===== src/design/nps_pkg.sv =====
`default_nettype none

package nps_pkg;

  // Grid geometry. Entry address is col * MAX_ROWS + row.
  localparam int MAX_ROWS   = 64;
  localparam int MAX_COLS   = 32;
  localparam int ROW_W      = $clog2(MAX_ROWS);
  localparam int COL_W      = $clog2(MAX_COLS);
  localparam int ADDR_W     = ROW_W + COL_W;
  localparam int GRID_DEPTH = MAX_ROWS * MAX_COLS;

  // Coordinates and distance arithmetic.
  localparam int COORD_BITS = 24;
  localparam int ENTRY_W    = 3 * COORD_BITS;
  localparam int DIFF_W     = COORD_BITS + 1;
  localparam int MAG_W      = COORD_BITS;
  localparam int SQ_W       = 2 * MAG_W;
  localparam int SUM_W      = SQ_W + 2;
  localparam int ROOT_W     = SUM_W / 2;
  localparam int REM_W      = ROOT_W + 3;
  localparam int STEP_W     = $clog2(ROOT_W);
  localparam int DIST_W     = 25;

  // Configuration registers.
  localparam int ROWS_CFG_W = 7;
  localparam int COLS_CFG_W = 6;
  localparam int CFG_IDX_W  = 1;
  localparam int CFG_DATA_W = 7;
  localparam logic [CFG_IDX_W-1:0] REG_ROWS = 1'b0;
  localparam logic [CFG_IDX_W-1:0] REG_COLS = 1'b1;

  // Item function codes.
  localparam logic FUNC_LOAD  = 1'b0;
  localparam logic FUNC_QUERY = 1'b1;

  typedef struct packed {
    logic load_we;
    logic query_start;
    logic scan_step;
    logic root_start;
    logic res_load;
  } nps_cmd_t;

  typedef struct packed {
    logic empty;
    logic scan_last;
    logic pipe_busy;
    logic root_done;
  } nps_stat_t;

  // Magnitude of the difference of two signed coordinates.
  function automatic logic [MAG_W-1:0] abs_diff(input logic signed [COORD_BITS-1:0] a,
                                                input logic signed [COORD_BITS-1:0] b);
    logic signed [DIFF_W-1:0] d;
    d = DIFF_W'(a) - DIFF_W'(b);
    return d[DIFF_W-1] ? MAG_W'(-d) : MAG_W'(d);
  endfunction

endpackage

`default_nettype wire


===== src/design/nps_ctrl.sv =====
`default_nettype none

module nps_ctrl import nps_pkg::*; (
  input  logic      clk,
  input  logic      rst,
  input  logic      in_valid,
  output logic      in_ready,
  input  logic      func,
  output logic      out_valid,
  input  logic      out_ready,
  output nps_cmd_t  cmd,
  input  nps_stat_t stat
);

  typedef enum logic [2:0] {
    ST_IDLE,
    ST_SCAN,
    ST_DRAIN,
    ST_ROOT,
    ST_FINISH
  } state_t;

  state_t state;
  state_t state_next;
  logic   in_accept;

  assign in_ready  = (state == ST_IDLE);
  assign in_accept = in_valid && in_ready;

  always_comb begin
    cmd             = '0;
    cmd.load_we     = in_accept && (func == FUNC_LOAD);
    cmd.query_start = in_accept && (func == FUNC_QUERY);
    cmd.scan_step   = (state == ST_SCAN);
    cmd.root_start  = (state == ST_DRAIN) && !stat.pipe_busy;
    cmd.res_load    = (state == ST_FINISH) && (!out_valid || out_ready);
  end

  always_comb begin
    state_next = state;
    unique case (state)
      ST_IDLE: begin
        if (cmd.query_start) begin
          state_next = stat.empty ? ST_DRAIN : ST_SCAN;
        end
      end
      ST_SCAN: begin
        if (stat.scan_last) begin
          state_next = ST_DRAIN;
        end
      end
      ST_DRAIN: begin
        if (!stat.pipe_busy) begin
          state_next = ST_ROOT;
        end
      end
      ST_ROOT: begin
        if (stat.root_done) begin
          state_next = ST_FINISH;
        end
      end
      ST_FINISH: begin
        if (cmd.res_load) begin
          state_next = ST_IDLE;
        end
      end
      default: state_next = ST_IDLE;
    endcase
  end

  always_ff @(posedge clk) begin
    if (rst) begin
      state     <= ST_IDLE;
      out_valid <= 1'b0;
    end else begin
      state <= state_next;
      if (cmd.res_load) begin
        out_valid <= 1'b1;
      end else if (out_ready) begin
        out_valid <= 1'b0;
      end
    end
  end

endmodule

`default_nettype wire


===== config.mk =====
export PLATFORM = sky130hd
export DESIGN_NAME = nps_ctrl
export DESIGN_NICKNAME = d
export VERILOG_FILES = /design/src/design/nps_pkg.sv /design/src/design/nps_ctrl.sv
export SDC_FILE = /design/constraint.sdc
export NUM_CORES = 1
export LEC_CHECK = 0
export ABC_AREA = 1
export BUFFER_PORTS_ARGS = -buffer_cell sky130_fd_sc_hd__clkbuf_2
export CORE_AREA = 2 2 39 41
export DETAILED_ROUTE_END_ITERATION = 10
export DIE_AREA = 0 0 41 43
export MAX_ROUTING_LAYER = met4
export PLACE_DENSITY = 0.43
export SLEW_MARGIN = 20
export SYNTH_ARGS = -nofsm -noshare
export SYNTH_HDL_FRONTEND = slang
export SYNTH_SLANG_ARGS = --single-unit

===== constraint.sdc =====
create_clock -name clk -period 2.2 [get_ports clk]
set_input_delay 0.22 -clock clk [delete_from_list [all_inputs] [get_ports clk]]
set_output_delay 0.22 -clock clk [all_outputs]
set_load 0.01 [all_outputs]

* After elaboration in Yosys (flattened, before gate mapping) *
Index checks and enable logic that the tools add are counted.

storage, ports and cells
  output and inout port bits = 7
  register bits after elaboration = 4

cells by class
  reductions and logical operators = 11
  equality and inequality tests = 9
  bitwise operators = 1
  multiplexer cells = 9

operators by type and width
  operator            count
  $mux 3              5
  $pmux 3 s5          1
  $eq 3x2->1 const B  2
  $ne 2x2->1 const B  3
  $logic_and 1x1->1   5
  $reduce_and 5->1    1
  $ne 2x1->1 const B  2
  $eq 3x1->1 const B  1
  $eq 3x3->1 const B  1
  $logic_not 3->1     1
  $logic_not 1->1     2
  $mux 1              2
  $mux 2              1
  $reduce_bool 2->1   1
  $logic_or 1x1->1    1
  $not 1->1           1

* Longest topological paths before layout *
  word-level depth = 5
  depth in mapped cells = 7

* Worst setup path after synthesis *
No wires, ideal clock.

  path kind = flip-flop to output port
  start = register state[1]
  end = output cmd[3] (netlist name)
  data arrival time = 1.008 ns
  stages on the path, launching flop included = 6
  data required time = 1.980 ns
  setup slack = 0.972 ns
  buffers on the path = 0
  cells stage by stage = dfxtp_1 > inv_1 > nand2_1 > nor2_1 > nand2_1 > nor2_1

RTL lines
  item                      line            text
  start: declaration        nps_ctrl.sv:23  state_t state;
  start signal: assignment  nps_ctrl.sv:76  state <= state_next;
  end: declaration          nps_ctrl.sv:11  output nps_cmd_t cmd,

==> key figures <==
Status
  – Run status: finished clean

Place
  – Post-DP HPWL: around 520 um
  – Placer Congestion: 0.612
  – Port bufs: 15
  – Dpl ws: 929 ps

Floorplanning
  – DIE AREA: 1760 um2
  – Row Count: 14
  – Core ar.: about 1400 um2
  – Die width: 41 um
  – Die height: ~43 um
  – I/O pin total: 16
  – Effective utilization at floorplan: 20.6%

Synthesis
  – Synthesized cell area: 285 um2
  – Compound-cell area share of the yosys netlist: 13.6%
  – Xor/xnor share of the synthesized area: 0%
  – Synthesized instance count: 48
  – Synthesis Warnings: 0
  – Post-synth ARST share: 0%
  – Biggest area consumer among synthesized cells: dfxtp_1
  – Syn Area/Cell: 5.94 um2
  – Area share of the largest cell type after synthesis: 28.1%
  – Number of synthesized flops with an enable pin: 0
  – Top post-synthesis cells by area: dfxtp_1 (28%), nor2_1 (14%), inv_1 (11%), nand3_1 (8.8%), nand2_1 (7.9%)
  – Mapped Nets: 57
  – Mux share of post-synthesis cell area: 0%
  – Seq/Total Area, Yosys: 28.1%
  – #FFs+latches synth: 4
  – Synth Flop Type: dfxtp_1
  – Combinational family with the most area after synthesis: simple AND/OR/NAND/NOR gates
  – Cell with the most instances after synthesis: nor2_1
  – Simple-gate portion of the synthesized area: 43.9%
  – Post-synthesis adder-cell area fraction: 0%
  – Count of different cell masters after synthesis: 13
  – Synth cell count leaders: nor2_1 (11), inv_1 (8), nand2_1 (6)

Power
  – Comb pwr share: ~33%
  – Switching share of power: 33.5%
  – Maximum VDD drop: 0.175 mV
  – Leakage: 0.209 nW
  – Clock power share: 34.1%
  – P per Cell Area: a little under 700 nW/um2
  – Sequential Power Share: 33.4%
  – Net Sw Power: 88.2 uW
  – Power Internal: 175 uW

Clocking
  – PostCTS Resize Cnt: 0
  – Clock Path Buffers: 2
  – CTS tree: yes
  – CTS clk-pin slew, worst paths: around 40 ps
  – # hold bufs at CTS: 0
  – Clock latency on the worst-skew pair: approximately 230 ps
  – CTS Buf Count: 3
  – Root Buffer: clkbuf_4
  – Clock sinks: 4
  – Post-CTS setup buffer count: 0
  – H-tree depth: 1

Drt
  – DR iter-0 viols: 7
  – Drt pass-1 iters: 3
  – ANT nets after route: 0
  – DRC: 0
  – DR WL/cell: ~7.5 um
  – Routed vias: 334
  – Routed vias/inst: 4.12
  – Routed wire length: 606 um

Setup path
  – Largest delay share family, worst path: simple AND/OR/NAND/NOR gates
  – Crit-path max cell delay: 350 ps
  – Slowest cell on the critical path: dfxtp_1
  – Cells along the critical path: inv_1, nand2_1, nor2_1, nand2_1, nor2_1, clkbuf_2
  – WP depth: 6
  – Reg-to-Reg Start: state[2]
  – Critical path origin: state[1]
  – CP Capture Type: output port
  – R2R Setup Slk: approximately 1100 ps
  – Worst r2r dst: state[0]
  – Crit path buf inv count: 2
  – Data arrival time of the worst path: 1270 ps
  – Worst Path Required: a little under 2000 ps
  – Critical path type: flop to output port
  – CP startpoint kind: flop
  – Reg2reg path depth: 6
  – CP endpoint: cmd[4]
  – Largest fanout on the critical path: 6

STA
  – Unrepaired setup endpoints after global routing: no
  – Fin crit share: around two thirds
  – Clk_skew: 0.360 ps
  – Setup TNS: 0 ps
  – Slew @ Worst Pin: 267 ps
  – Final setup margin: 711 ps
  – Count of final hold-check violations: 0
  – Final number of max-transition violations: 0
  – Final setup violation count: 0
  – Minimum clock period: ~1500 ps
  – Hold slack: 194 ps
  – Rel. slew slack: 82.2%
  – Fmax: about 0.67 GHz

Layout
  – Area Growth Syn to Fin: 37.3%
  – # diodes: 0
  – Layout Nets: between 70 and 80
  – Layout cells sized above 1: 33.8%

Min path
  – HP Class: input port to flop
  – Worst Min Path Start: rst
  – Hold path depth: 2

Run
  – Max-Cap Viols: 0

Global routing
  – Vias in the first global route: roughly 260
  – Pin count of the biggest net entering global routing: 9
  – Initial antenna violation count: 0
  – Total gr overflow: 0
  – First-pass GRT wire length: 938 um
  – Gr usage total: 8.12%
==> routing by layer <==
| layer | up-vias | GRT usage [%] | share of wire, % |
|---|---|---|---|
| li1 | 186 | - | - |
| met1 | 142 | 8.65 | 47 |
| met2 | 6 | 11.6 | 49 |
| met3 | 0 | 4.71 | 4.0 |
| met4 | 0 | 4.00 | 0 |
| met5 | - | - | 0 |
==> area by class of cell <==
class                      instances  area, um2
inverter                           8       30.0
fill                             160        992
clock buffer                       3       22.5
tap                               16       20.0
multi-input combinational         35        164
sequential                         4       80.1
timing repair buffer              15       75.1
==> worst min-delay path by stage <==
stage / endpoint / slack [ps]
floorplan: state[0] / 290
global placement: out_valid / 450
detailed placement: state[1] / 440
CTS: state[1] / 190
global route: state[1] / 200
finish: state[1] / 190
==> sequential cells by signal (all words and copies together), names as in the netlist <==
| name | flops |
|---|---|
| state | 3 |
| out_valid | 1 |
==> power groups by stage <==
stage                     Clock, mW  Combinational, mW  Sequential, mW
after detailed placement          0             0.0873          0.0894
after global placement            0             0.0875          0.0899
after global routing         0.0968             0.0973          0.0890
final                        0.0898             0.0856          0.0881
after floorplan                   0             0.0597          0.0866
after CTS                    0.0949             0.0877          0.0880
==> cell usage in the layout, fill, tap and decap left out, types with 2 or more instances in the layout <==
cell type,instances
nor2_2,2
nor3_1,2
nand2_1,6
inv_1,8
dfxtp_1,4
clkbuf_2,15
o21ai_0,2
nor2_1,11
clkbuf_4,3
a21oi_1,4
nand3_1,5
==> worst register-to-register path: stages (launching register included) <==
cell and delay [ps]:
dfxtp_1 460, nor2_1 100, nand3_1 90, nand2_2 80
nor2_2 140, nand3_1 80, a21oi_1 120
==> cells by family (layout without fill, tap and decap cells) <==
| logic type | count (synthesis) | count (layout) |
|---|---|---|
| and+or+nand+nor | 28 | 28 |
| AOI/OAI and AO/OA | 7 | 7 |
| DFF | 4 | 4 |
| buffers and inverters | 9 | 26 |
==> metrics by stage <==
stage / total power, mW / instance area (um2) / utilization, % / instances
after floorplan: 0.146 / 285 / - / 48
after global placement: 0.177 / 369 / 26.7 / 78
after detailed placement: 0.177 / 369 / 26.7 / 78
after CTS: 0.271 / 392 / 28.3 / 81
after global routing: 0.283 / 392 / 28.3 / 81
final: 0.263 / 392 / 28.3 / 81
Power figures use the tool's default switching activity.
